===== config.mk =====
export PLATFORM = sky130hd
export DESIGN_NAME = pnc_back
export DESIGN_NICKNAME = d
export VERILOG_FILES = /design/src/rtl/pnc_pkg.sv /design/src/rtl/pnc_back.sv
export SDC_FILE = /design/constraint.sdc
export NUM_CORES = 1
export LEC_CHECK = 0
export BUFFER_PORTS_ARGS = -buffer_cell sky130_fd_sc_hd__buf_2
export CORE_MARGIN = 1.5
export CORE_UTILIZATION = 40
export CTS_CLUSTER_SIZE = 20
export DETAILED_ROUTE_END_ITERATION = 8
export HOLD_SLACK_MARGIN = 0.15
export PLACE_DENSITY = 0.61
export SYNTH_ARGS = -nofsm -noshare
export SYNTH_HDL_FRONTEND = slang
export SYNTH_SLANG_ARGS = --single-unit

===== constraint.sdc =====
create_clock -name clk -period 10.9 [get_ports clk]
set_clock_uncertainty 0.1 [all_clocks]
set_input_delay 0.545 -clock clk [delete_from_list [all_inputs] [get_ports clk]]
set_output_delay 0.545 -clock clk [all_outputs]
set_load 0.005 [all_outputs]

===== src/rtl/pnc_pkg.sv =====
// Package for the positive neighbor count unit: constants, payload types,
// the job record passed from the front end to the back end, and a bit counter.
// No dependencies.
`timescale 1ns / 1ps

package pnc_pkg;

  localparam int MaxRowsDef = 1024;
  localparam int MaxColsDef = 32;

  localparam int SampleW  = 16;
  localparam int CountW   = 4;
  localparam int RowIdxW  = 10;
  localparam int ColIdxW  = 5;
  localparam int RowsW    = 11;
  localparam int ColsW    = 6;
  localparam int CfgIdxW  = 1;
  localparam int CfgDataW = 11;
  localparam int NumRes   = 4;
  localparam int QDepth   = 4;
  localparam int QAddrW   = 2;
  localparam int QCntW    = 3;

  localparam logic [CfgIdxW-1:0] CfgNumRows = 1'd0;
  localparam logic [CfgIdxW-1:0] CfgNumCols = 1'd1;

  localparam logic [RowsW-1:0] RowsReset = 11'd1024;
  localparam logic [ColsW-1:0] ColsReset = 6'd32;

  // Slots of one job, in the order the results leave the unit.
  localparam logic [1:0] ResAbove    = 2'd0;
  localparam logic [1:0] ResAboveEnd = 2'd1;
  localparam logic [1:0] ResLast     = 2'd2;
  localparam logic [1:0] ResLastEnd  = 2'd3;

  localparam logic [1:0] Slot0 = 2'd0;
  localparam logic [1:0] Slot1 = 2'd1;
  localparam logic [1:0] Slot2 = 2'd2;

  typedef struct packed {
    logic signed [SampleW-1:0] sample_value;
  } in_item_t;

  typedef struct packed {
    logic [CountW-1:0]  neighbor_count;
    logic [RowIdxW-1:0] row_index;
    logic [ColIdxW-1:0] col_index;
    logic               last_of_run;
  } out_item_t;

  typedef struct packed {
    logic [NumRes-1:0]             mask;
    logic [NumRes-1:0][CountW-1:0] count;
    logic [RowIdxW-1:0]            row_lo;
    logic [ColIdxW-1:0]            col_lo;
  } job_t;

  function automatic logic [CountW-1:0] cnt8(input logic [7:0] v);
    logic [CountW-1:0] n;
    n = '0;
    for (int k = 0; k < 8; k++) begin
      n = n + CountW'(v[k]);
    end
    return n;
  endfunction

endpackage


===== src/rtl/pnc_back.sv =====
// Back end: takes jobs from the queue and sends their results one per
// transfer through an output register. Depends on pnc_pkg.
`timescale 1ns / 1ps

module pnc_back (
  input  logic               clk,
  input  logic               rst_n,
  input  logic               q_valid,
  input  pnc_pkg::job_t      q_head,
  output logic               q_pop,
  output logic               out_valid,
  input  logic               out_ready,
  output pnc_pkg::out_item_t out_item
);

  pnc_pkg::job_t                 job_r;
  logic [pnc_pkg::NumRes-1:0]    mask_r, mask_nxt;
  logic                          out_valid_r;
  pnc_pkg::out_item_t            out_item_r;

  logic                          use_held, load;
  pnc_pkg::job_t                 src_job;
  logic [pnc_pkg::NumRes-1:0]    src_mask, pick, remain;
  logic [1:0]                    idx;

  assign use_held = (mask_r != '0);
  assign src_job  = use_held ? job_r : q_head;
  assign src_mask = use_held ? mask_r : (q_valid ? q_head.mask : '0);
  assign load     = (src_mask != '0) && (!out_valid_r || out_ready);
  assign q_pop    = load && !use_held;

  always_comb begin
    idx  = pnc_pkg::ResLastEnd;
    pick = '0;
    for (int k = pnc_pkg::NumRes - 1; k >= 0; k--) begin
      if (src_mask[k]) begin
        idx = 2'(k);
      end
    end
    pick[idx] = 1'b1;
    remain    = src_mask & ~pick;
  end

  assign mask_nxt = load ? remain : mask_r;

  always_ff @(posedge clk) begin
    if (!rst_n) begin
      mask_r      <= '0;
      out_valid_r <= 1'b0;
    end else begin
      mask_r <= mask_nxt;
      if (load) begin
        out_valid_r <= 1'b1;
      end else if (out_ready) begin
        out_valid_r <= 1'b0;
      end
    end
  end

  always_ff @(posedge clk) begin
    if (q_pop) begin
      job_r <= q_head;
    end
    if (load) begin
      out_item_r.neighbor_count <= src_job.count[idx];
      out_item_r.row_index <=
        ((idx == pnc_pkg::ResAbove) || (idx == pnc_pkg::ResAboveEnd)) ?
        src_job.row_lo - 1'b1 : src_job.row_lo;
      out_item_r.col_index <=
        ((idx == pnc_pkg::ResAbove) || (idx == pnc_pkg::ResLast)) ?
        src_job.col_lo - 1'b1 : src_job.col_lo;
      out_item_r.last_of_run <= (remain == '0);
    end
  end

  assign out_valid = out_valid_r;
  assign out_item  = out_item_r;

  a_last_ends_job: assert property (@(posedge clk) disable iff (!rst_n)
    (load && (remain == '0)) |=> (mask_r == '0) && out_item_r.last_of_run)
    else $error("The final result of a job left work behind.");

endmodule


; Yosys cells after proc, flatten, opt, wreduce, memory -nomap -nowiden
; Index checks and enable logic that the tools add are counted.
[op_classes]
n_shift = 0
bitwise = 2
div = 0
multipliers = 0
eq_ne = 2
n_reduce_logical = 13
n_lt_le_gt_ge = 2
add_sub_neg = 2
mux = 14
[op_table]
columns = operator, count
row1 = $mux 31, 1
row2 = $mux 4, 3
row3 = $mux 10, 1
row4 = $sub 10x1->10 const B, 1
row5 = $bmux 4 s2, 1
row6 = $reduce_bool 4->1, 2
row7 = $mux 5, 1
row8 = $sub 5x1->5 const B, 1
row9 = $and 4x4->4, 1
row10 = $logic_not 4->1, 1
row11 = $mux 1, 4
row12 = $mux 2, 2
row13 = $not 4->4, 1
row14 = $logic_and 1x1->1, 3
row15 = $logic_or 1x1->1, 3
row16 = $lt 2x3->1 const B, 1
row17 = $demux 1 s2, 1
row18 = $eq 2x1->1 const B, 1
row19 = $eq 2x2->1 const B, 1
row20 = $ge 2x1->1 const B, 1
row21 = $logic_not 1->1, 2
row22 = $logic_not 2->1, 1
row23 = $reduce_bool 2->1, 1
[word_totals]
output_inout_bits = 22
mem_bits_ro = 0
reg_bits = 56
latch_bits = 0
mem_count = 0
mem_bits_rw = 0
word_cells = 47

; Depth between registers and ports, before layout
[logic_depth]
depth_word = 12
mapped_depth = 11
ltp_nobuf = 8

; Worst setup path after synthesis
; No wires, ideal clock.
[synth_timing]
path_kind = input -> output
startpoint = input port q_valid
endpoint = output port q_pop
cell_stages = 5
setup_slack_ns = 6.741
t_required_ns = 10.255
arrival_ns = 3.514
cell_sequence = nor3b_1 > a31oi_1 > nand3_1 > nor2_1 > nor3_1
[synth_between]
elab_chain_len = 5
[synth_lines]
columns = element, line
row1 = start: declaration, pnc_back.sv:8  ; input logic q_valid,
row2 = $mux 4 (2 in series), pnc_back.sv:28  ; assign src_mask = use_held ? mask_r : (q_valid ? q_head.mask : '0);
row3 = $reduce_bool 4->1, pnc_back.sv:29  ; assign load = (src_mask != '0) && (!out_valid_r || out_ready);
row4 = $logic_and 1x1->1, pnc_back.sv:29
row5 = $logic_and 1x1->1, pnc_back.sv:30  ; assign q_pop = load && !use_held;
row6 = end: declaration, pnc_back.sv:10  ; output logic q_pop,
; Every way passes these cells.

; Final worst setup path
[layout_timing]
startpoint = register mask_r[0] (netlist bit)
endpoint = register out_item_r, in the netlist out_item[12] (data pin)
[layout_between]
elab_chain_len = 8
elab_cells_between_ends = 11
cone_classes = add/sub (1) / eq/ne (1) / mux (6) / reduce/logical (3)
[layout_lines]
columns = element, line
row1 = start: declaration, pnc_back.sv:17  ; logic [pnc_pkg::NumRes-1:0] mask_r, mask_nxt;
row2 = start signal: assignment, pnc_back.sv:51  ; mask_r <= mask_nxt;
row3 = branches (longest 7 deep; another with $sub 10x1->10), n/a
row4 = $mux 10 *, pnc_back.sv:67  ; ((idx == pnc_pkg::ResAbove) || (idx == pnc_pkg::ResAboveEnd)) ?
row5 = end: declaration, pnc_back.sv:19  ; pnc_pkg::out_item_t out_item_r;
; Mark *: on every way between the ends.
; A chain may end at the register's enable or synchronous reset.

==> flow_metrics.py <==
metrics = {
    "status": {
        "status": "finished clean",
    },
    "logic_synthesis": {
        "synthTopCellsByArea": "edfxtp_1 (58%), mux2i_1 (6.0%), dfxtp_1 (3.8%)",
        "synth_top_cell_by_area": "edfxtp_1",
        "yosysSeqAreaShare": 0.616,
        "ys_seq_elements": 56,
        "synth.distinct_cells": 44,
        "synth-async-reset-ratio": 0,
        "synthFlopType": "edfxtp_1",
        "syn_nets": 225,
        "syn_area_per_cell_um2": 14.4,
        "synth_edf_count": 51,
        "synthCells": 184,
        "synth.top_cell.area_share": 0.578,
        "yosys_warnings": 0,
        "mappedNetlistArea_um2": 2650,
    },
    "critical_path": {
        "r2r_start": "mask_r[0]",
        "cp-start-kind": "flop",
        "cp-end-kind": "flop",
        "regToRegEndpoint": "out_item[12]",
        "crit_family": "simple AND/OR/NAND/NOR gates",
        "critPathLaunch": "mask_r[0]",
        "critPathMaxFanout": 14,
        "r2r_cells": 9,
        "cpMostUsedCell": "mux2i_1",
        "worstSetupPathType": "reg -> reg",
        "crit_required_ns": 10.87,
        "critPathBufInv": 1,
        "slowest_delay_ns": 0.85,
        "path_cells": "nor4_4, buf_4, mux2i_1, ha_1, o41ai_1, a21oi_2, nand3_1, xor2_1, mux2i_1",
        "cp.arrival_ns": 3.25,
        "cpMaxStageDelayCell": "nor4_4",
        "rrSetupSlack_ns": 7.62,
    },
    "placed_design": {
        "port_buffers": 60,
        "placed_cells": 315,
        "place.gp.congestion": 0.746,
        "placed_cell_area_um2": 3010,
        "dpl.hpwl_um": 3870,
    },
    "sta": {
        "finalHoldViolCount": 0,
        "min_period_over_period": 0.301,
        "worst_pin_slew_ns": 1.13,
        "rsz0062_at_grt": "no",
        "finalSetupViolCount": 0,
        "fin_crit_ns": 3.28,
        "relSlewSlack": 0.246,
        "tns_ns": 0,
        "max_freq_mhz": 305,
        "drv_slew": 0,
    },
    "routing": {
        "first_pass_iters": 4,
        "drt-initial-drc-count": 102,
        "drc": 0,
        "totalWireLength_um": 5290,
        "viasPerCell": 5.29,
        "ant_nets": 0,
        "vias": 1709,
        "wl_per_cell_um": 16.4,
    },
    "layout": {
        "stdcell_area_um2": 3120,
        "nets": 286,
        "fill_cells": 588,
        "layout-drive-gt1-share": 0.333,
        "final_cells": 323,
        "diodes": 0,
        "area_delta_synth_final_pct": 17.7,
    },
    "floorplan": {
        "die-area_um2": 7120,
        "die_h_um": 84.4,
        "core_area_um2": 6390,
        "rows": 29,
        "die_w_um": 84.4,
        "start_util": 0.415,
        "ioPinCount": 61,
    },
    "clock_network": {
        "post_cts_buffers": 0,
        "clkLatencyLatePin_ns": 0.31,
        "cts_buffers": 5,
        "cts_root_buf": "clkbuf_8",
        "cts_tree": "done",
        "clk_pin_slew_worst_paths_ns": 0.10,
        "h-tree-depth": 2,
        "cts_resized": 0,
        "hold_buffers": 0,
        "clock-sinks": 56,
        "ctsLongestPathBuffers": 2,
    },
    "hold_path": {
        "hold_depth": 1,
        "min_to": "job_r[20]",
        "hold_class": "in -> reg",
        "hp-start": "q_head[20]",
    },
    "pwr": {
        "p_per_area_nw_per_um2": 164,
        "p_leak_uw": 0.00124,
        "ir_drop_uv": 73.3,
    },
    "grt": {
        "antenna_found_initial": 0,
        "overflow": 0,
        "grt_max_degree": 32,
        "grt_pass1_vias": 1741,
        "grt_pass1_wl_um": 8630,
        "grt.total_usage": 0.155,
    },
    "job": {
        "cap_viol_max_count": 0,
    },
}
==> power by group <==
part / leakage [uW] / switching [uW] / internal [uW] / total, uW
sequential: 0.000541 / 9.48 / 275 / 285
combinational: 0.000645 / 54.1 / 40.4 / 94.5
clock: 0.0000552 / 64.7 / 68.3 / 133
total: 0.00124 / 128 / 384 / 512
==> worst register-to-register path: cells and delay by family, from the launching register on <==
family	cells	cell delay, ns
flip-flops	1	0.48
AND/OR/NAND/NOR	2	0.99
XOR/XNOR	1	0.16
buffers and inverters	1	0.37
AO/OA/AOI/OAI	2	0.37
adder cells (fa/ha/maj)	1	0.20
multiplexers	2	0.38
==> worst max-delay path by stage <==
stage                     cells after the start  slack (ns)            to
after floorplan                               5        6.74         q_pop
after global placement                        9        7.71  out_item[10]
after detailed placement                      9        7.59  out_item[12]
after CTS                                     9        7.57  out_item[12]
after global routing                          9        7.34  out_item[12]
final                                         9        7.62  out_item[12]
==> per-stage QoR <==
stage | worst slack [ns] | hold WS [ns] | power [uW] | util
after floorplan | 6.74 | 0.410 | 348 | -
after global placement | 7.71 | 0.463 | 385 | 0.471
after detailed placement | 7.59 | 0.447 | 387 | 0.471
after CTS | 7.57 | 0.317 | 519 | 0.488
after global routing | 7.34 | 0.309 | 539 | 0.488
final | 7.62 | 0.321 | 512 | 0.488
==> kinds of logic after synthesis <==
kind of cell / synth area share
flip-flops: 0.616
AO/OA/AOI/OAI: 0.0799
AND/OR/NAND/NOR: 0.108
adder cells (fa/ha/maj): 0.0132
buffers and inverters: 0.0288
XOR/XNOR: 0.0496
multiplexers: 0.104
==> layer usage <==
| layer | wire (um) | share of wire | global-route usage | vias up |
|---|---|---|---|---|
| li1 | - | - | - | 837 |
| met1 | 2420 | 0.46 | 0.212 | 819 |
| met2 | 2550 | 0.48 | 0.255 | 49 |
| met3 | 275 | 0.052 | 0.0334 | 4 |
| met4 | 43 | 0.0081 | 0.0352 | 0 |
| met5 | 0 | 0 | 0 | - |
==> cells in the final DEF (no fill, tap or decap), drive strengths merged, types with 2 or more instances in the layout <==
cell,n
buf,62
edfxtp,51
mux2i,17
nor2,14
nor3,11
xnor2,8
xor2,7
nand2,7
clkbuf,6
nor2b,5
inv,5
nand3,5
dfxtp,5
a222oi,4
o221ai,4
mux4,4
a21oi,4
nand3b,3
a41oi,2
a31oi,2
ha,2
==> synth_stat cells (2+ instances only) <==
library cell / n
xnor2_1: 8
edfxtp_1: 51
nand2_1: 7
a21oi_2: 2
mux4_1: 3
ha_1: 2
xor2_1: 7
nor2b_1: 5
mux2i_1: 16
nand3_1: 5
inv_1: 5
nand3b_1: 3
clkbuf_1: 3
nor3_2: 2
nor2_1: 13
a222oi_1: 4
o221ai_1: 4
a41oi_1: 2
nor3_1: 9
a21oi_1: 2
buf_6: 3
dfxtp_1: 5
a31oi_1: 2
==> area by class of cell <==
type / count / area [um2] / area share
tap: 77 / 96.3 / 0.0309
clock inverter: 2 / 35.0 / 0.0112
sequential: 56 / 1630 / 0.523
timing repair buffer: 62 / 315 / 0.101
multi-input combinational: 115 / 947 / 0.304
inverter: 5 / 18.8 / 0.00602
clock buffer: 6 / 72.6 / 0.0233
==> registers in the layout, summed over array words and instances, names as in the netlist <==
register / cells
out_valid: 1
job_r: 31
out_item: 20
mask_r: 4
(Power assumes the default switching activity.)
