File: src/rtl/pnc_pkg.sv
// Package for the positive neighbor count unit: constants, payload types,
// the job record passed from the front end to the back end, and a bit counter.
// No dependencies.
`timescale 1ns / 1ps

package pnc_pkg;

  localparam int MaxRowsDef = 1024;
  localparam int MaxColsDef = 32;

  localparam int SampleW  = 16;
  localparam int CountW   = 4;
  localparam int RowIdxW  = 10;
  localparam int ColIdxW  = 5;
  localparam int RowsW    = 11;
  localparam int ColsW    = 6;
  localparam int CfgIdxW  = 1;
  localparam int CfgDataW = 11;
  localparam int NumRes   = 4;
  localparam int QDepth   = 4;
  localparam int QAddrW   = 2;
  localparam int QCntW    = 3;

  localparam logic [CfgIdxW-1:0] CfgNumRows = 1'd0;
  localparam logic [CfgIdxW-1:0] CfgNumCols = 1'd1;

  localparam logic [RowsW-1:0] RowsReset = 11'd1024;
  localparam logic [ColsW-1:0] ColsReset = 6'd32;

  // Slots of one job, in the order the results leave the unit.
  localparam logic [1:0] ResAbove    = 2'd0;
  localparam logic [1:0] ResAboveEnd = 2'd1;
  localparam logic [1:0] ResLast     = 2'd2;
  localparam logic [1:0] ResLastEnd  = 2'd3;

  localparam logic [1:0] Slot0 = 2'd0;
  localparam logic [1:0] Slot1 = 2'd1;
  localparam logic [1:0] Slot2 = 2'd2;

  typedef struct packed {
    logic signed [SampleW-1:0] sample_value;
  } in_item_t;

  typedef struct packed {
    logic [CountW-1:0]  neighbor_count;
    logic [RowIdxW-1:0] row_index;
    logic [ColIdxW-1:0] col_index;
    logic               last_of_run;
  } out_item_t;

  typedef struct packed {
    logic [NumRes-1:0]             mask;
    logic [NumRes-1:0][CountW-1:0] count;
    logic [RowIdxW-1:0]            row_lo;
    logic [ColIdxW-1:0]            col_lo;
  } job_t;

  function automatic logic [CountW-1:0] cnt8(input logic [7:0] v);
    logic [CountW-1:0] n;
    n = '0;
    for (int k = 0; k < 8; k++) begin
      n = n + CountW'(v[k]);
    end
    return n;
  endfunction

endpackage

File: src/rtl/pnc_fifo.sv
// Short job queue between the front end and the back end.
// Depends on pnc_pkg.
`timescale 1ns / 1ps

module pnc_fifo (
  input  logic          clk,
  input  logic          rst_n,
  input  logic          push,
  input  pnc_pkg::job_t push_job,
  output logic          full,
  output logic          valid,
  output pnc_pkg::job_t head,
  input  logic          pop
);

  pnc_pkg::job_t                   mem_r [pnc_pkg::QDepth];
  logic [pnc_pkg::QAddrW-1:0]      wp_r, rp_r;
  logic [pnc_pkg::QCntW-1:0]       cnt_r;
  logic                            do_push, do_pop;

  assign full    = (cnt_r == pnc_pkg::QCntW'(pnc_pkg::QDepth));
  assign valid   = (cnt_r != '0);
  assign head    = mem_r[rp_r];
  assign do_push = push && !full;
  assign do_pop  = pop && valid;

  always_ff @(posedge clk) begin
    if (!rst_n) begin
      wp_r  <= '0;
      rp_r  <= '0;
      cnt_r <= '0;
    end else begin
      if (do_push) begin
        wp_r <= wp_r + 1'b1;
      end
      if (do_pop) begin
        rp_r <= rp_r + 1'b1;
      end
      if (do_push && !do_pop) begin
        cnt_r <= cnt_r + 1'b1;
      end else if (do_pop && !do_push) begin
        cnt_r <= cnt_r - 1'b1;
      end
    end
  end

  always_ff @(posedge clk) begin
    if (do_push) begin
      mem_r[wp_r] <= push_job;
    end
  end

  a_fill: assert property (@(posedge clk) disable iff (!rst_n)
    (do_push && !do_pop) |=> (cnt_r == $past(cnt_r) + 1'b1))
    else $error("Queue occupancy did not grow on a lone push.");

  a_drain: assert property (@(posedge clk) disable iff (!rst_n)
    (do_pop && !do_push) |=> (cnt_r == $past(cnt_r) - 1'b1))
    else $error("Queue occupancy did not shrink on a lone pop.");

endmodule

File: config.mk
export PLATFORM = sky130hd
export DESIGN_NAME = pnc_fifo
export DESIGN_NICKNAME = d
export VERILOG_FILES = /design/src/rtl/pnc_pkg.sv /design/src/rtl/pnc_fifo.sv
export SDC_FILE = /design/constraint.sdc
export NUM_CORES = 1
export LEC_CHECK = 0
export BUFFER_PORTS_ARGS = -buffer_cell sky130_fd_sc_hd__buf_4
export CAP_MARGIN = 20
export CORE_AREA = 2 2 115 117
export CTS_CLUSTER_SIZE = 14
export DETAILED_ROUTE_END_ITERATION = 16
export DIE_AREA = 0 0 117 119
export HOLD_SLACK_MARGIN = 0.12
export SYNTH_ARGS = -nofsm -noshare
export SYNTH_HDL_FRONTEND = slang
export SYNTH_SLANG_ARGS = --single-unit
File: constraint.sdc
create_clock -name clk -period 2.9 [get_ports clk]
set_input_delay 0.29 -clock clk [delete_from_list [all_inputs] [get_ports clk]]
set_output_delay 0.29 -clock clk [all_outputs]
set_load 0.005 [all_outputs]
=== Word-level counts from Yosys, hierarchy flattened ===
Memory sizes are Yosys's and may differ from the RTL's. A register that Yosys moved wholly into a read port is not among the register bits.
Cells that the tools add are included.
W data, S select, Z words.

* Add/subtract/negate cells: 4
* Equality and inequality tests: 1
* Reductions and logical operators: 9
* Multiplexer cells: 6

{| class="wikitable"
|+ Operator list
! operator !! number
|-
| $mux W3 || 2
|-
| $add A2 B1 Y2 const B || 2
|-
| $logic_and A1 B1 Y1 || 4
|-
| $mux W2 || 2
|-
| $add A3 B1 Y3 const B || 1
|-
| $eq A3 B3 Y1 const B || 1
|-
| $logic_not A1 Y1 || 3
|-
| $reduce_bool A3 Y1 || 1
|-
| $sub A3 B1 Y3 const B || 1
|-
| $mux W1 || 2
|-
| $reduce_bool A2 Y1 || 1
|}

* Register bits: 7
* Output and inout bits: 37
* Memory bits (writable): 140
* Memories: 1
* Logic and storage cells: 24
* Input bits: 39

{| class="wikitable"
|+ Memories
! memory !! depth !! width !! rd ports !! clocked after memory_dff !! wr ports !! line !! RTL
|-
| mem_r || 4 || 35 || 1 || 1 || 1 || pnc_fifo.sv:16 || <nowiki>pnc_pkg::job_t mem_r [pnc_pkg::QDepth];</nowiki>
|}

=== Logic depth before layout (Yosys ltp) ===
Gate-level depths: netlist of the first run.

* Depth in word-level cells: 7
* Mapped depth: 9
* Gate-level depth less buffers: 8

=== Worst setup path before layout of the first run ===
No wires, ideal clock.

* Path type: flip-flop to flip-flop
* Start point: register cnt_r[0] (netlist name)
* End point: memory mem_r[0][0] (netlist name), enable pin
* Data arrival time: 1.687 ns
* Stages on the path, launching flop included: 5
* Data required time: 2.505 ns
* Path buffers: 1
* Path slack: 0.818 ns
* Cell sequence: dfxtp_1 nor3b_2 nor2b_1 buf_6 and2_1

* Cells in the longest elaborated chain, start to end: 5

{| class="wikitable"
|+ Ends and longest elaborated chain
! what !! line !! RTL
|-
| from (decl) || pnc_fifo.sv:18 || <nowiki>logic [pnc_pkg::QCntW-1:0] cnt_r;</nowiki>
|-
| from (signal assigned) || pnc_fifo.sv:40 || <nowiki>cnt_r <= cnt_r + 1'b1;</nowiki>
|-
| from (signal assigned) || pnc_fifo.sv:42 || <nowiki>cnt_r <= cnt_r - 1'b1;</nowiki>
|-
| $eq A3 B3 Y1 || pnc_fifo.sv:21 || <nowiki>assign full = (cnt_r == pnc_pkg::QCntW'(pnc_pkg::QDepth));</nowiki>
|-
| named net full || pnc_fifo.sv:10 || <nowiki>output logic full,</nowiki>
|-
| $logic_not A1 Y1 || pnc_fifo.sv:24 || <nowiki>assign do_push = push && !full;</nowiki>
|-
| $logic_and A1 B1 Y1 || pnc_fifo.sv:24 ||
|-
| named net do_push || pnc_fifo.sv:19 || <nowiki>logic do_push, do_pop;</nowiki>
|-
| $mux W1 || pnc_fifo.sv:48 || <nowiki>if (do_push) begin</nowiki>
|-
| $mux W1 (implied by the code) || pnc_fifo.sv:49 || <nowiki>mem_r[wp_r] <= push_job;</nowiki>
|-
| to (decl) || pnc_fifo.sv:16 ||
|}

The timed path passes the listed nets, and every way through them passes these cells.

==> results of run 1 <==
## worst register-to-register path, delay by kind of cell, from the launching register on
kind / cells / cell delay (ps)
flops: 1 / 490
xor+xnor: 1 / 160
simple gates: 3 / 510
fa+ha+maj: 2 / 570
compound gates: 1 / 160
buf+inv: 2 / 210
## per-layer routing
layer  share of wire  vias up  track usage
met4           0.018        0      0.06618
met3           0.036       15      0.04377
met5               0        -            0
li1                -     1221            -
met2            0.51       63       0.2493
met1            0.44     1389       0.1942
## flip-flops by register name, summed over array words and instances, names as in the netlist, named ones only
signal and cells:
cnt_r 3, mem_r 140, rp_r 2, wp_r 2
## cells by family (layout without fill, tap and decap cells)
| logic type | Yosys count | after routing | synth area share |
|---|---|---|---|
| AO/OA/AOI/OAI | 4 | 4 | 0.007393 |
| XOR/XNOR | 4 | 4 | 0.006274 |
| adder cells (fa/ha/maj) | 6 | 6 | 0.01479 |
| buffers and inverters | 13 | 154 | 0.02106 |
| flip-flops | 149 | 149 | 0.7849 |
| multiplexers | 38 | 38 | 0.1472 |
| AND/OR/NAND/NOR | 17 | 17 | 0.01837 |
## layout make-up
cell class                      count  area share
Clock buffer                       19     0.05938
Inverter                            3    0.001545
Timing Repair Buffer              120      0.1390
Tap cell                          176     0.03020
Multi-Input combinational cell     69      0.1493
Clock inverter                     12     0.01888
Sequential cell                   149      0.6017
## Yosys cell counts
| master | number |
|---|---|
| edfxtp_1 | 140 |
| mux4_2 | 34 |
| buf_6 | 2 |
| o21ai_0 | 1 |
| mux2i_1 | 3 |
| nor2b_1 | 2 |
| buf_2 | 3 |
| and2_1 | 8 |
| ha_1 | 5 |
| xor2_1 | 1 |
| dfxtp_1 | 9 |
| o311ai_2 | 1 |
| a21boi_0 | 1 |
| clkbuf_2 | 1 |
| o31ai_2 | 1 |
| clkbuf_1 | 1 |
| or3_1 | 2 |
| nor3b_2 | 1 |
| mux4_1 | 1 |
| buf_12 | 3 |
| nand2_1 | 4 |
| inv_1 | 3 |
| xnor2_1 | 3 |
| fa_1 | 1 |
## worst paths after layout
kind | start | to | slack (ps) | cells after the start
setup reg to reg | cnt_r[0]$_SDFFE_PN0P_ | cnt_r[2]$_SDFFE_PN0P_ | 730 | 9
hold / removal | rst_n | register | 160 | 2
hold reg to reg | wp_r[1]$_SDFFE_PN0P_ | wp_r[1]$_SDFFE_PN0P_ | 500 | 2
setup / recovery | register | head[31] | 570 | 3
## what timing repair did
action                                 CTS  global route
gates resized for setup                  0             0
hold buffers                            35             0
endpoints found under the hold margin  140             0
## where the power goes
part           switching (mW)  internal [mW]
registers               0.143           2.62
logic                   0.552          0.840
clock network           0.776           1.33
total                    1.47           4.79
==> out/qor.csv, run 1 <==
stage,metric,value,unit
global_routing,antenna_found_initial,0,
power_and_ir_drop,max-vdd-ir-drop,464.1,uV
floorplan,rows,42,
finish,final_cell_mix,"140 x edfxtp_1, 83 x buf_4, 35 x dlygate4sd3_1",
sta,tightest_slew,618.2,ps
run,maxCapViolations,0,
routing,drt_first_pass_iters,4,
sta,maxSlewViolCount,0,
worst_setup_path,critPathKind,register to primary output,
place,dp.cells,482,
clock_network,cts_setup_buffers,0,
yosys,synth.distinct_cells,24,
place,dp_slack,748.5,ps
floorplan,die_y,119,microns
place,gp_congestion,0.6901,
sta,setup_ws,569.9,ps
clock_network,ctsRootBufferMaster,clkbuf_16,
yosys,ys_seq_area_frac,0.7849,
worst_setup_path,crit_slowest_cell,dfxtp_2,
global_routing,grt_usage,0.1542,
clock_network,clock_sinks,149,
yosys,synth_top_area_frac,0.7527,
sta,fmax,0.4292,GHz
routing,num_vias,2688,
hold_path,hold_path_class,primary input to register,
worst_setup_path,crit_required,2610,ps
routing,route.detailed.drc,0,
worst_setup_path,cp.arrival,2040,ps
finish,drive_above_1_share,0.4140,
sta,fin_tns_setup,0,ps
yosys,synth_area_leaders,"edfxtp_1 75%, mux4_2 14%, dfxtp_1 3.2%, ha_1 1.1%, buf_12 1.1%",
global_routing,grt-ovfl-total,0,
worst_setup_path,end_kind,primary output,
yosys,netlist_area,5585,sq um
worst_setup_path,critPathTopFamily,flip-flops,
sta,slew_headroom,0.5879,
sta,clock_skew,3.743,ps
finish,multi_input_area,1089,sq um
clock_network,cts_htree_levels,4,
run_status,status,finished clean,
floorplan,coreArea,12870,sq um
power_and_ir_drop,power,6.261,mW
clock_network,cts_buffer_depth,2,
sta,rsz0062_at_grt,false,
sta,fin_hold_ws,163.4,ps
worst_setup_path,critPathLaunchType,register,
yosys,synth_fp_nets,276,
finish,fin_cells,548,
clock_network,clk_pin_slew_worst_paths,60,ps
yosys,ys_ff_latch,149,
routing,route.antenna.remaining_nets,0,
place,hpwl,5.915,mm
power_and_ir_drop,p_leak,2.526,nW
floorplan,ios,76,
yosys,yosysWarnings,0,
floorplan,die_area,13920,sq um
floorplan,dieWidth,117,microns
clock_network,insertion_delay,410,ps
yosys,postSynthAreaPerCell,24.18,sq um
worst_setup_path,cp_max_fo,25,
worst_setup_path,crit_buf_inv,2,
finish,design_area,7291,sq um
routing,first_iter_violations,155,
sta,setup_viol,0,
sta,min_period,2330,ps
routing,wire_per_inst,17.95,microns
clock_network,tritoncts,built,
global_routing,grt_pass1_vias,2929,
routing,vias_per_cell,4.905,
place,port_buffers,75,
finish,num-nets-final,405,
routing,wirelength,9.839,mm
finish,final_common_cell,edfxtp_1,
finish,fill_cells,996,
finish,final_core_util,0.5663,
clock_network,cts_buffers,17,
power_and_ir_drop,powerDensity,858.7,nW/um^2
finish,synthToLayoutAreaGrowth,30.53,%
worst_setup_path,slowest_delay,590,ps
global_routing,grt_max_degree,36,
floorplan,start_util,0.4338,
finish,regArea,4387,sq um
sta,finalHoldViolCount,0,
yosys,synth_area_leader_cell,edfxtp_1,
global_routing,grt_pass1_wl,15.38,mm
worst_setup_path,crit_path_cell_trace,buf_12 > mux4_2 > buf_4,
place,dpl_cell_area,6370,sq um
finish,diodes,0,
yosys,synthCells,231,
sta,post-route-period-util,0.8035,
Note: power is estimated with default switching activity, not from simulation.
==> inputs of run 2 (changes only) <==
Clock period 2.9 ns to 2.4 ns, I/O delays scaled along.
==> out/qor.csv, run 2 (synthesis gave the netlist of run 1 again) <==
stage,metric,value,unit
worst_setup_path,slowest_delay,540,ps
power_and_ir_drop,power_frac_clock,0.333,
place,gp_congestion,0.6846,
worst_setup_path,end_kind,primary output,
sta,rsz0062_at_grt,false,
sta,clock_skew,7.319,ps
sta,setup_viol,0,
finish,top_register,mem_r,
worst_setup_path,crit_slowest_cell,mux4_2,
floorplan,dieWidth,117,microns
sta,slew_headroom,0.7828,
routing,routed-wl-met3,366,microns
worst_setup_path,critPathKind,register to primary output,
clock_network,cts_htree_levels,4,
routing,top_layer,met4,
floorplan,coreArea,12870,sq um
global_routing,grt-ovfl-total,0,
global_routing,grt_pass1_wl,15.06,mm
sta,maxSlewViolCount,0,
power_and_ir_drop,powerDensity,1036,nW/um^2
worst_setup_path,crit_required,2160,ps
floorplan,start_util,0.4338,
worst_setup_path,critPathLaunchType,register,
floorplan,rows,42,
clock_network,ctsHoldBuffers,36,
global_routing,grt_max_degree,36,
worst_setup_path,crit_path_cell_trace,buf_12 > mux4_2 > buf_4,
routing,first_iter_violations,195,
finish,final_common_cell,edfxtp_1,
routing,wirelength,9.699,mm
worst_setup_path,crit_buf_inv,2,
clock_network,clock_sinks,149,
power_and_ir_drop,pwr-share-seq,0.433,
clock_network,cts_buffers,17,
worst_setup_path,critPathTopFamily,multiplexers,
place,dp.cells,480,
global_routing,antenna_found_initial,0,
global_routing,grt_usage,0.1509,
finish,reg_top3,"mem_r x140, cnt_r x3",
global_routing,grt_pass1_vias,2812,
sta,tightest_slew,325.7,ps
clock_network,cts_setup_buffers,0,
floorplan,ios,76,
sta,finalHoldViolCount,0,
finish,drive_above_1_share,0.4097,
power_and_ir_drop,max-vdd-ir-drop,440.6,uV
routing,m1WireLength,4.146,mm
run_status,status,finished clean,
power_and_ir_drop,p_int,5.834,mW
finish,largest_reg_flops,140,
worst_setup_path,cp_max_fo,17,
routing,drt_first_pass_iters,4,
power_and_ir_drop,p_comb_frac,0.234,
hold_path,hold_path_class,primary input to register,
routing,dr_wl_met2,5.012,mm
run,maxCapViolations,0,
finish,final_cell_mix,"140 x edfxtp_1, 76 x buf_4, 36 x dlygate4sd3_1",
sta,fmax,0.4728,GHz
power_and_ir_drop,switching_share,0.2335,
power_and_ir_drop,p_switching,1.777,mW
sta,post-route-period-util,0.8813,
floorplan,die_y,119,microns
place,hpwl,5.403,mm
routing,vias_per_cell,4.925,
sta,fin_tns_setup,0,ps
finish,diodes,0,
clock_network,ctsRootBufferMaster,clkbuf_16,
clock_network,clk_pin_slew_worst_paths,50,ps
floorplan,die_area,13920,sq um
place,port_buffers,75,
finish,design_area,7347,sq um
worst_setup_path,cp.arrival,1880,ps
clock_network,cts_buffer_depth,2,
clock_network,tritoncts,built,
routing,num_vias,2694,
sta,min_period,2115,ps
routing,route.detailed.drc,0,
finish,num-nets-final,404,
finish,fin_cells,547,
clock_network,insertion_delay,410,ps
routing,wire_per_inst,17.73,microns
place,dpl_cell_area,6417,sq um
power_and_ir_drop,p_leak,2.532,nW
finish,synthToLayoutAreaGrowth,31.54,%
routing,route.antenna.remaining_nets,0,
clock_network,post_cts_resize_count,0,
run 2: changes by cell type in the layout (fill, tap and decap cells not counted):
cell and delta:
clkbuf_1 -1, clkinvlp_4 +1, dlygate4sd3_1 +1, buf_12 +5, clkinv_1 +1, buf_4 -7
clkinv_4 -1
run 2: metal layers:
metal,GRT usage,vias up
met2,0.2410,66
met1,0.1913,1393
met4,0.06397,0
met3,0.04580,17
li1,-,1218
met5,0,-
run 2: cell type report:
class / instances / area (sq um)
clock buffer: 18 / 429.2
clock inverter: 13 / 140.1
fill: 984 / 5528
inverter: 3 / 11.26
multi-input combinational: 69 / 1089
sequential: 149 / 4387
tap: 176 / 220.2
timing repair buffer: 119 / 1071
run 2: worst reg2reg max path: stages (launching register included):
cell and delay, ps:
dfxtp_1 380, o31ai_2 340, ha_1 240, inv_1 60, fa_1 380, xor2_1 160
or3_1 290, a21boi_0 160
run 2: power groups by stage:
stage / registers (mW) / logic [mW] / clock network (mW)
global route: 3.33 / 1.95 / 2.70
CTS: 3.31 / 1.84 / 2.61
detailed placement: 3.36 / 1.78 / 0
finish: 3.30 / 1.78 / 2.54
global placement: 3.34 / 1.78 / 0
floorplan: 3.29 / 1.08 / 0
run 2: path summary, 6_finish.rpt:
path / startpoint / to / slack, ps / cells after the start
worst max-delay path: register / head[30] / 280 / 3
worst min-delay path: pop / register / 280 / 4
worst max register to register: cnt_r[1]$_SDFFE_PN0P_ / cnt_r[2]$_SDFFE_PN0P_ / 320 / 7
worst min register to register: wp_r[1]$_SDFFE_PN0P_ / wp_r[1]$_SDFFE_PN0P_ / 520 / 2
run 2: per-stage QoR:
| stage | total power, mW | hold slack, ps | setup slack [ps] | utilization |
|---|---|---|---|---|
| finish | 7.611 | 276.5 | 284.9 | 0.5707 |
| global route | 7.981 | 292.3 | 123.3 | 0.5707 |
| detailed placement | 5.141 | 444.5 | 309.3 | 0.4984 |
| global placement | 5.121 | 441.0 | 374.1 | 0.4984 |
| CTS | 7.748 | 254.4 | 210.3 | 0.5707 |
| floorplan | 4.373 | 338.9 | 317.6 | - |
