## src/rtl/pnc_pkg.sv

```systemverilog
// Package for the positive neighbor count unit: constants, payload types,
// the job record passed from the front end to the back end, and a bit counter.
// No dependencies.
`timescale 1ns / 1ps

package pnc_pkg;

  localparam int MaxRowsDef = 1024;
  localparam int MaxColsDef = 32;

  localparam int SampleW  = 16;
  localparam int CountW   = 4;
  localparam int RowIdxW  = 10;
  localparam int ColIdxW  = 5;
  localparam int RowsW    = 11;
  localparam int ColsW    = 6;
  localparam int CfgIdxW  = 1;
  localparam int CfgDataW = 11;
  localparam int NumRes   = 4;
  localparam int QDepth   = 4;
  localparam int QAddrW   = 2;
  localparam int QCntW    = 3;

  localparam logic [CfgIdxW-1:0] CfgNumRows = 1'd0;
  localparam logic [CfgIdxW-1:0] CfgNumCols = 1'd1;

  localparam logic [RowsW-1:0] RowsReset = 11'd1024;
  localparam logic [ColsW-1:0] ColsReset = 6'd32;

  // Slots of one job, in the order the results leave the unit.
  localparam logic [1:0] ResAbove    = 2'd0;
  localparam logic [1:0] ResAboveEnd = 2'd1;
  localparam logic [1:0] ResLast     = 2'd2;
  localparam logic [1:0] ResLastEnd  = 2'd3;

  localparam logic [1:0] Slot0 = 2'd0;
  localparam logic [1:0] Slot1 = 2'd1;
  localparam logic [1:0] Slot2 = 2'd2;

  typedef struct packed {
    logic signed [SampleW-1:0] sample_value;
  } in_item_t;

  typedef struct packed {
    logic [CountW-1:0]  neighbor_count;
    logic [RowIdxW-1:0] row_index;
    logic [ColIdxW-1:0] col_index;
    logic               last_of_run;
  } out_item_t;

  typedef struct packed {
    logic [NumRes-1:0]             mask;
    logic [NumRes-1:0][CountW-1:0] count;
    logic [RowIdxW-1:0]            row_lo;
    logic [ColIdxW-1:0]            col_lo;
  } job_t;

  function automatic logic [CountW-1:0] cnt8(input logic [7:0] v);
    logic [CountW-1:0] n;
    n = '0;
    for (int k = 0; k < 8; k++) begin
      n = n + CountW'(v[k]);
    end
    return n;
  endfunction

endpackage

```

## src/rtl/pnc_ram.sv

```systemverilog
// Generic single-write, single-read RAM with a registered read port.
// No dependencies.
`timescale 1ns / 1ps

module pnc_ram #(
  parameter int WIDTH = 1,
  parameter int DEPTH = 32
) (
  input  logic                                   clk,
  input  logic                                   we,
  input  logic [((DEPTH > 1) ? $clog2(DEPTH) : 1)-1:0] waddr,
  input  logic [WIDTH-1:0]                       wdata,
  input  logic                                   re,
  input  logic [((DEPTH > 1) ? $clog2(DEPTH) : 1)-1:0] raddr,
  output logic [WIDTH-1:0]                       rdata
);

  logic [WIDTH-1:0] mem_r [DEPTH];
  logic [WIDTH-1:0] rdata_r;

  always_ff @(posedge clk) begin
    if (we) begin
      mem_r[waddr] <= wdata;
    end
    if (re) begin
      rdata_r <= mem_r[raddr];
    end
  end

  assign rdata = rdata_r;

endmodule

```

## src/rtl/pnc_front.sv

```systemverilog
// Front end: configuration registers, raster position, three line stores of
// positive flags and the 3x3 window that turns samples into jobs of counts.
// Depends on pnc_pkg and pnc_ram.
`timescale 1ns / 1ps

module pnc_front #(
  parameter int MAX_ROWS = pnc_pkg::MaxRowsDef,
  parameter int MAX_COLS = pnc_pkg::MaxColsDef
) (
  input  logic                                clk,
  input  logic                                rst_n,
  input  logic                                cfg_we,
  input  logic [pnc_pkg::CfgIdxW-1:0]         cfg_index,
  input  logic [pnc_pkg::CfgDataW-1:0]        cfg_data,
  input  logic                                in_valid,
  input  logic signed [pnc_pkg::SampleW-1:0]  in_sample,
  output logic                                in_ready,
  output logic                                push,
  output pnc_pkg::job_t                       push_job,
  input  logic                                q_full
);

  localparam int RowW = (MAX_ROWS > 1) ? $clog2(MAX_ROWS) : 1;
  localparam int ColW = (MAX_COLS > 1) ? $clog2(MAX_COLS) : 1;

  typedef struct packed {
    logic                            pos;
    logic [1:0]                      slot;
    logic [pnc_pkg::RowIdxW-1:0]     row_lo;
    logic [pnc_pkg::ColIdxW-1:0]     col_lo;
    logic                            r_ge1;
    logic                            r_ge2;
    logic                            c_ge1;
    logic                            c_ge2;
    logic                            c_last;
    logic                            r_last;
  } stage_t;

  logic [pnc_pkg::RowsW-1:0] num_rows_r;
  logic [pnc_pkg::ColsW-1:0] num_cols_r;
  logic [31:0]               rows_eff, cols_eff;
  logic [RowW-1:0]           last_row;
  logic [ColW-1:0]           last_col;

  logic [RowW-1:0] row_r, row_nxt;
  logic [ColW-1:0] col_r, col_nxt;
  logic [1:0]      slot_r, slot_nxt;

  logic       acc, positive, s1_go;
  logic [2:0] ram_we, ram_q;
  logic       s1_valid_r;
  stage_t     s1_r;
  logic [2:0] w1_r, w2_r, k0, k1, k2;
  logic       top, mid;

  always_comb begin
    rows_eff = 32'(num_rows_r);
    if (num_rows_r == '0) begin
      rows_eff = 32'd1;
    end else if (rows_eff > 32'(MAX_ROWS)) begin
      rows_eff = 32'(MAX_ROWS);
    end
    cols_eff = 32'(num_cols_r);
    if (num_cols_r == '0) begin
      cols_eff = 32'd1;
    end else if (cols_eff > 32'(MAX_COLS)) begin
      cols_eff = 32'(MAX_COLS);
    end
    last_row = RowW'(rows_eff - 32'd1);
    last_col = ColW'(cols_eff - 32'd1);
  end

  always_ff @(posedge clk) begin
    if (!rst_n) begin
      num_rows_r <= pnc_pkg::RowsReset;
      num_cols_r <= pnc_pkg::ColsReset;
    end else if (cfg_we) begin
      case (cfg_index)
        pnc_pkg::CfgNumRows: num_rows_r <= cfg_data[pnc_pkg::RowsW-1:0];
        pnc_pkg::CfgNumCols: num_cols_r <= cfg_data[pnc_pkg::ColsW-1:0];
        default: ;
      endcase
    end
  end

  assign acc      = in_valid && in_ready;
  assign positive = (in_sample != '0) && !in_sample[pnc_pkg::SampleW-1];

  always_comb begin
    row_nxt  = row_r;
    col_nxt  = col_r;
    slot_nxt = slot_r;
    if (cfg_we) begin
      row_nxt  = '0;
      col_nxt  = '0;
      slot_nxt = pnc_pkg::Slot0;
    end else if (acc) begin
      if (col_r == last_col) begin
        col_nxt = '0;
        if (row_r == last_row) begin
          row_nxt  = '0;
          slot_nxt = pnc_pkg::Slot0;
        end else begin
          row_nxt  = row_r + 1'b1;
          slot_nxt = (slot_r == pnc_pkg::Slot2) ? pnc_pkg::Slot0 : slot_r + 1'b1;
        end
      end else begin
        col_nxt = col_r + 1'b1;
      end
    end
  end

  always_ff @(posedge clk) begin
    if (!rst_n) begin
      row_r  <= '0;
      col_r  <= '0;
      slot_r <= pnc_pkg::Slot0;
    end else begin
      row_r  <= row_nxt;
      col_r  <= col_nxt;
      slot_r <= slot_nxt;
    end
  end

  // One line store per row slot; the slot of the current row is written
  // while the other two are read at the same column.
  for (genvar i = 0; i < 3; i++) begin : g_line
    assign ram_we[i] = acc && (slot_r == 2'(i));

    pnc_ram #(
      .WIDTH(1),
      .DEPTH(MAX_COLS)
    ) u_line (
      .clk  (clk),
      .we   (ram_we[i]),
      .waddr(col_r),
      .wdata(positive),
      .re   (acc),
      .raddr(col_r),
      .rdata(ram_q[i])
    );
  end

  always_ff @(posedge clk) begin
    if (!rst_n) begin
      s1_valid_r <= 1'b0;
    end else if (acc) begin
      s1_valid_r <= 1'b1;
    end else if (s1_go) begin
      s1_valid_r <= 1'b0;
    end
  end

  always_ff @(posedge clk) begin
    if (acc) begin
      s1_r.pos    <= positive;
      s1_r.slot   <= slot_r;
      s1_r.row_lo <= pnc_pkg::RowIdxW'(row_r);
      s1_r.col_lo <= pnc_pkg::ColIdxW'(col_r);
      s1_r.r_ge1  <= (row_r != '0);
      s1_r.r_ge2  <= (row_r > RowW'(1));
      s1_r.c_ge1  <= (col_r != '0);
      s1_r.c_ge2  <= (col_r > ColW'(1));
      s1_r.c_last <= (col_r == last_col);
      s1_r.r_last <= (row_r == last_row);
    end
  end

  always_comb begin
    case (s1_r.slot)
      pnc_pkg::Slot0: begin
        mid = ram_q[2];
        top = ram_q[1];
      end
      pnc_pkg::Slot1: begin
        mid = ram_q[0];
        top = ram_q[2];
      end
      default: begin
        mid = ram_q[1];
        top = ram_q[0];
      end
    endcase
  end

  // Window columns are {row above above, row above, current row}.
  assign k0 = {top & s1_r.r_ge2, mid & s1_r.r_ge1, s1_r.pos};
  assign k1 = w1_r & {3{s1_r.c_ge1}};
  assign k2 = w2_r & {3{s1_r.c_ge2}};

  always_comb begin
    push_job        = '0;
    push_job.row_lo = s1_r.row_lo;
    push_job.col_lo = s1_r.col_lo;
    push_job.mask[pnc_pkg::ResAbove]    = s1_r.r_ge1 && s1_r.c_ge1;
    push_job.mask[pnc_pkg::ResAboveEnd] = s1_r.r_ge1 && s1_r.c_last;
    push_job.mask[pnc_pkg::ResLast]     = s1_r.r_last && s1_r.c_ge1;
    push_job.mask[pnc_pkg::ResLastEnd]  = s1_r.r_last && s1_r.c_last;
    push_job.count[pnc_pkg::ResAbove] =
      pnc_pkg::cnt8({k0[2], k0[1], k0[0], k1[2], k1[0], k2[2], k2[1], k2[0]});
    push_job.count[pnc_pkg::ResAboveEnd] =
      pnc_pkg::cnt8({3'b000, k0[2], k0[0], k1[2], k1[1], k1[0]});
    push_job.count[pnc_pkg::ResLast] =
      pnc_pkg::cnt8({3'b000, k0[1], k0[0], k1[1], k2[1], k2[0]});
    push_job.count[pnc_pkg::ResLastEnd] =
      pnc_pkg::cnt8({5'b00000, k0[1], k1[1], k1[0]});
  end

  assign s1_go    = s1_valid_r && (!q_full || (push_job.mask == '0));
  assign push     = s1_valid_r && !q_full && (push_job.mask != '0);
  assign in_ready = !s1_valid_r || s1_go;

  always_ff @(posedge clk) begin
    if (s1_go) begin
      w2_r <= w1_r;
      w1_r <= k0;
    end
  end

  a_stage_load: assert property (@(posedge clk) disable iff (!rst_n)
    acc |=> s1_valid_r)
    else $error("An accepted sample did not reach the window stage.");

  a_restart: assert property (@(posedge clk) disable iff (!rst_n)
    cfg_we |=> (row_r == '0) && (col_r == '0) && (slot_r == pnc_pkg::Slot0))
    else $error("A register write did not restart the frame.");

  a_stage_hold: assert property (@(posedge clk) disable iff (!rst_n)
    (s1_valid_r && !s1_go) |=> (s1_valid_r && $stable(s1_r) && $stable(ram_q)))
    else $error("A stalled window stage lost its contents.");

endmodule

```

## config.mk

```make
export PLATFORM = sky130hd
export DESIGN_NAME = pnc_front
export DESIGN_NICKNAME = d
export VERILOG_FILES = /design/src/rtl/pnc_pkg.sv /design/src/rtl/pnc_ram.sv /design/src/rtl/pnc_front.sv
export SDC_FILE = /design/constraint.sdc
export NUM_CORES = 1
export LEC_CHECK = 0
export BUFFER_PORTS_ARGS = -buffer_cell sky130_fd_sc_hd__buf_2
export CAP_MARGIN = 20
export CORE_AREA = 2 2 175 177
export DETAILED_ROUTE_END_ITERATION = 10
export DIE_AREA = 0 0 177 179
export PLACE_DENSITY = 0.45
export SLEW_MARGIN = 15
export SYNTH_ARGS = -nofsm -noshare
export SYNTH_HDL_FRONTEND = slang
export SYNTH_SLANG_ARGS = --single-unit
```

## constraint.sdc

```tcl
create_clock -name clk -period 13.11 [get_ports clk]
set_clock_uncertainty 0.1 [all_clocks]
set_input_delay 2.622 -clock clk [delete_from_list [all_inputs] [get_ports clk]]
set_output_delay 2.622 -clock clk [all_outputs]
set_load 0.02 [all_outputs]
```

### Word-level counts from Yosys, hierarchy flattened

Memories as Yosys holds them, arrays and structs flattened. A register that Yosys moved wholly into a read port is not among the register bits.
Cells that the tools add are included.

| operators by class | value |
|---|---|
| add/sub/neg operators | 20 |
| $lt $le $gt $ge | 4 |
| eq/ne operators | 5 |
| mux-type cells | 18 |
| bitwise logic cells | 6 |
| reductions and logical operators | 31 |

Operators by type and width:

| kind | count |
|---|---|
| adder 4 x 1 -> 4 bit | 10 |
| two-way mux 10 bit | 3 |
| nonzero test 16 bit | 1 |
| two-way mux 5 bit | 3 |
| logical AND 1 bit | 12 |
| > comparator 11 bit, second input constant | 1 |
| logical NOT 11 bit | 1 |
| adder 10 x 1 -> 10 bit, second input constant | 1 |
| equality test 10 bit | 1 |
| > comparator 10 x 1 -> 1 bit, second input constant | 1 |
| nonzero test 10 bit | 1 |
| subtractor 10 x 1 -> 10 bit, second input constant | 1 |
| two-way mux 1 bit | 8 |
| adder 2 x 1 -> 3 bit | 2 |
| bitwise AND 3 bit | 2 |
| > comparator 6 bit, second input constant | 1 |
| logical NOT 6 bit | 1 |
| AND reduction 2 bit | 3 |
| adder 5 x 1 -> 5 bit, second input constant | 1 |
| equality test 5 bit | 1 |
| > comparator 5 x 1 -> 1 bit, second input constant | 1 |
| nonzero test 5 bit | 1 |
| subtractor 5 x 1 -> 5 bit, second input constant | 1 |
| adder 1 x 1 -> 2 bit | 2 |
| other kinds (15) | 24 |

| word-level totals | value |
|---|---|
| register bits | 65 |
| RAM bits | 96 |
| word-level logic and storage cells | 105 |
| memories | 3 |

Memory list:

| name | words | width | rd ports | clocked after memory_dff | wr ports | RTL line | source |
|---|---|---|---|---|---|---|---|
| g_line[0].u_line.mem_r | 32 | 1 | 1 | 1 | 1 | pnc_ram.sv:18 | `logic [WIDTH-1:0] mem_r [DEPTH];` |
| g_line[1].u_line.mem_r | 32 | 1 | 1 | 1 | 1 | pnc_ram.sv:18 |  |
| g_line[2].u_line.mem_r | 32 | 1 | 1 | 1 | 1 | pnc_ram.sv:18 |  |

### Longest topological paths before layout

| logic depth | value |
|---|---|
| depth in word-level cells | 9 |
| depth in mapped cells | 13 |
| depth with buffers taken out | 11 |

### Modules after synthesis

Synthesis repeated with hierarchy kept, for this count alone.

| second synthesis, totals | value |
|---|---|
| cells, all modules | 791 |
| area total of the unflattened synthesis | 8558.2 um^2 |

Modules (own cells, without submodules):

| module | times used | cells each | area each (um^2) |
|---|---|---|---|
| pnc_ram | 3 | 120 | 1527.7 |
| pnc_front | 1 | 431 | 3975.1 |

### Worst setup path before layout

OpenSTA, ideal clock, no wires.

| timing | value |
|---|---|
| path type | input to register |
| from | input in_sample[9] (netlist bit) |
| to | memory g_line[0].u_line.mem_r[0], data pin |
| library setup time | 0.775 ns |
| arrival time | 5.608 ns |
| required time | 12.235 ns |
| setup slack | 6.628 ns |
| stages on the path | 2 |
| buffers on the path | 0 |
| cells stage by stage | nor4_1 > a41oi_1 |

| between the ends | value |
|---|---|
| cells in the longest elaborated chain, start to end | 2 |

Ends and longest elaborated chain:

| element | RTL line | source |
|---|---|---|
| start: declaration | pnc_front.sv:16 | `input logic signed [pnc_pkg::SampleW-1:0] in_sample,` |
| nonzero test 16 bit | pnc_front.sv:87 | `assign positive = (in_sample != '0) && !in_sample[pnc_pkg::SampleW-1];` |
| logical AND 1 bit | pnc_front.sv:87 |  |
| named net g_line[0].u_line.wdata | pnc_ram.sv:12 | `input logic [WIDTH-1:0] wdata,` |
| end: declaration | pnc_ram.sv:18 |  |

The timed path passes the listed nets, and every way through them passes these cells.

==> flow_metrics.env <==
export IMPL_critical_path_required_ps=10390
export IMPL_post_cts_buffers=0
export IMPL_netlist_instances=713
export IMPL_drc=0
export IMPL_worstMarginPinSlew_ps=1050
export IMPL_antenna_found_initial=0
export IMPL_p_comb_share_pct=8.5
export IMPL_row_count=64
export IMPL_routedWlPerCell_um=15.8
export IMPL_clkPwrFrac_pct=42.6
export IMPL_nets=807
export IMPL_hold_viol=0
export IMPL_clk_pin_slew_ps=70
export IMPL_crit_path_start="s1_r[21]"
export IMPL_n_antenna_cell=0
export IMPL_drive_gt1_share_pct=19.5
export IMPL_max_slew_margin_pct=29.6
export IMPL_drt_iter0_markers=382
export IMPL_vias=5313
export IMPL_r2r_start="num_rows_r[4]"
export IMPL_cts_buffers=17
export IMPL_critPathKind="reg -> out"
export IMPL_clock_sinks=164
export IMPL_die_width_um=177
export IMPL_p_sw_uw=299
export IMPL_end_kind="output pin"
export IMPL_die_h_um=179
export IMPL_netlist_area_leader_share_pct=47.1
export IMPL_routed_top_layer="met4"
export IMPL_vias_per_cell=4.60
export IMPL_grt_util_all_layers_pct=12.3
export IMPL_tritoncts="built"
export IMPL_root_buffer="clkbuf_16"
export IMPL_num_io_pins=70
export IMPL_tns_ps=0
export IMPL_async_reset_ff_share_pct=0
export IMPL_cts_buffer_depth=2
export IMPL_crit_arrival_ps=3560
export IMPL_whs_ps=356
export IMPL_ys_top_cells_by_area="edfxtp_1 47%, dfxtp_1 8.5%, mux4_2 6.6%, nor2_1 5.3%, nand2_1 3.7%"
export IMPL_rsz0062_at_grt="no"
export IMPL_grt_overflow=0
export IMPL_synth_edf_count=129
export IMPL_r2r_slack_ps=9210
export IMPL_ys_types=65
export IMPL_totalWireLength_um=18300
export IMPL_fillers=3062
export IMPL_met3_wirelength_um=679
export IMPL_p_sw_share_pct=25.4
export IMPL_first_global_vias=5514
export IMPL_postRouteAntennaNets=0
export IMPL_met1_length_um=8540
export IMPL_seq_power_share_pct=48.9
export IMPL_hpwl_um=11900
export IMPL_fin_crit_sh_pct=47.9
export IMPL_ys_ff_latch=164
export IMPL_routabilityCongestion=0.738
export IMPL_die_area_sq_mm=0.0317
export IMPL_initial_utilization_pct=27.4
export IMPL_ys_seq_area_share_pct=55.7
export IMPL_clock_latency_ps=430
export IMPL_netlist_area_sq_mm=0.00822
export IMPL_core_sq_mm=0.0300
export IMPL_powerDensity_mw_per_mm2=125
export IMPL_critical_path_max_fanout=3
export IMPL_final_min_clock_period_ps=6280
export IMPL_p_int_uw=878
export IMPL_post_cts_resized=0
export IMPL_area_delta_synth_final_pct=14.2
export IMPL_ctsHoldBuffers=0
export IMPL_grt_max_degree=98
export IMPL_r2r_cells=11
export IMPL_yosysTopAreaCell="edfxtp_1"
export IMPL_power_leakage_nw=3.22
export IMPL_r2r_end="row_r[8]"
export IMPL_drt_pass1_iterations=5
export IMPL_fmax_mhz=159
export IMPL_cp_endpoint="push_job[17]"
export IMPL_report_final_slew_viol_count=0
export IMPL_syn_avg_cell_area_sq_um=11.5
export IMPL_io_buffers=66
export IMPL_status="complete, no violations"
export IMPL_setup_viol=0
export IMPL_cts_max_level=4
export IMPL_yosysWarnings=0
export IMPL_grt_pass1_wl_um=29800
export IMPL_synthFlopType="edfxtp_1"
export IMPL_max_vdd_ir_drop_mv=0.0907
export IMPL_hp_class="reg -> reg"
export IMPL_drv_cap=0
export IMPL_critPathLaunchType="flip-flop"
export IMPL_wl_met2_um=8800
final cells by class:
cell class              instances  area [sq um]  share of cell area (%)
flip-flops and latches        164          4580                    48.7
repair buffers                 74           388                    4.13
inverters                      34           128                    1.36
clock inverters                14           155                    1.65
multi-input cells             456          3220                    34.3
well taps                     396           495                    5.28
clock buffers                  18           429                    4.57
stage by stage:
stage                     area, sq um  utilization [%]  power [mW]  std cells  worst slack [ps]
final                            9390             31.3        1.18       1156              6830
after global routing             9390             31.3        1.23       1156              6660
after CTS                        9380             31.2        1.19       1155              6770
after detailed placement         8800             29.3       0.690       1123              7240
after global placement           8800             29.3       0.690       1123              7300
after floorplan                  8230                -       0.662        715              6630
cell families (layout without fill, tap and decap cells):
logic type | after synthesis | in the layout | share of synthesized area, %
DFF | 164 | 164 | 55.7
AOI/OAI and AO/OA | 76 | 76 | 7.29
xor gates and xnor gates | 23 | 23 | 2.45
adders and majority gates | 27 | 27 | 4.93
other | 1 | 3 | 0.0456
buffers and inverters | 95 | 140 | 5.53
and+or+nand+nor | 298 | 298 | 16.9
muxes | 29 | 29 | 7.22
power groups by stage:
stage / Sequential (mW) / Combinational [mW] / Clock, mW
finish: 0.575 / 0.100 / 0.501
detailed placement: 0.587 / 0.103 / 0
global placement: 0.587 / 0.103 / 0
floorplan: 0.585 / 0.0776 / 0
CTS: 0.575 / 0.103 / 0.514
global route: 0.576 / 0.112 / 0.537
layout by cell type, fill, tap and decap left out, drive strengths merged, types with 11 or more instances in the layout:
cell / count
edfxtp: 129
nor2: 115
nand2: 81
buf: 74
inv: 43
dfxtp: 35
mux4: 24
nand3: 20
a21boi: 18
ha: 18
clkbuf: 18
xor2: 12
a22oi: 12
xnor2: 11
and2: 11
critical path, cell delays in order (launching register included):
cell	delay [ps]
edfxtp_1	400
mux2_2	240
o211ai_1	170
fa_1	550
inv_1	60
fa_1	530
inv_1	50
fa_1	430
fa_1	400
xnor2_1	130
buf_2	180
worst min path at each step:
stage	startpoint	endpoint	slack (ps)	cells past startpoint
6_report	w1_r[1]	w2_r[1]	360	0
2_1_floorplan	row_r[5]	push_job[10]	310	0
3_3_place_gp	w1_r[0]	w2_r[0]	340	0
5_1_grt	w1_r[1]	w2_r[1]	380	0
4_1_cts	w1_r[1]	w2_r[1]	360	0
3_5_place_dp	w1_r[1]	w2_r[1]	340	0
routing by layer:
layer / vias to the layer above / track usage [%]
met5: - / 0
met4: 0 / 4.03
met3: 16 / 2.46
met2: 121 / 20.5
met1: 2598 / 15.9
li1: 2578 / -
registers in the layout, summed over array words and instances, names as in the netlist, 3 cells and up:
register             cells
num_cols_r               6
col_r                    5
s1_r                     8
num_rows_r              11
w2_r                     3
push_job                15
row_r                   10
g_line.u_line.mem_r     96
g_line.u_line.rdata      3
w1_r                     3
synth_stat cells (8+ instances only):
master,number
edfxtp_1,129
nor2_1,115
nand2_1,80
dfxtp_1,35
inv_1,34
clkbuf_1,33
mux4_2,24
nand3_1,20
a21boi_0,18
buf_4,18
ha_1,18
a22oi_1,12
xor2_1,12
xnor2_1,11
and2_1,10
fa_1,9
nand2b_1,9
nor3_1,9
a21oi_1,8
and3_1,8
nand4_1,8
nor2b_1,8
No activity file was read; power rests on OpenSTA's default activity.
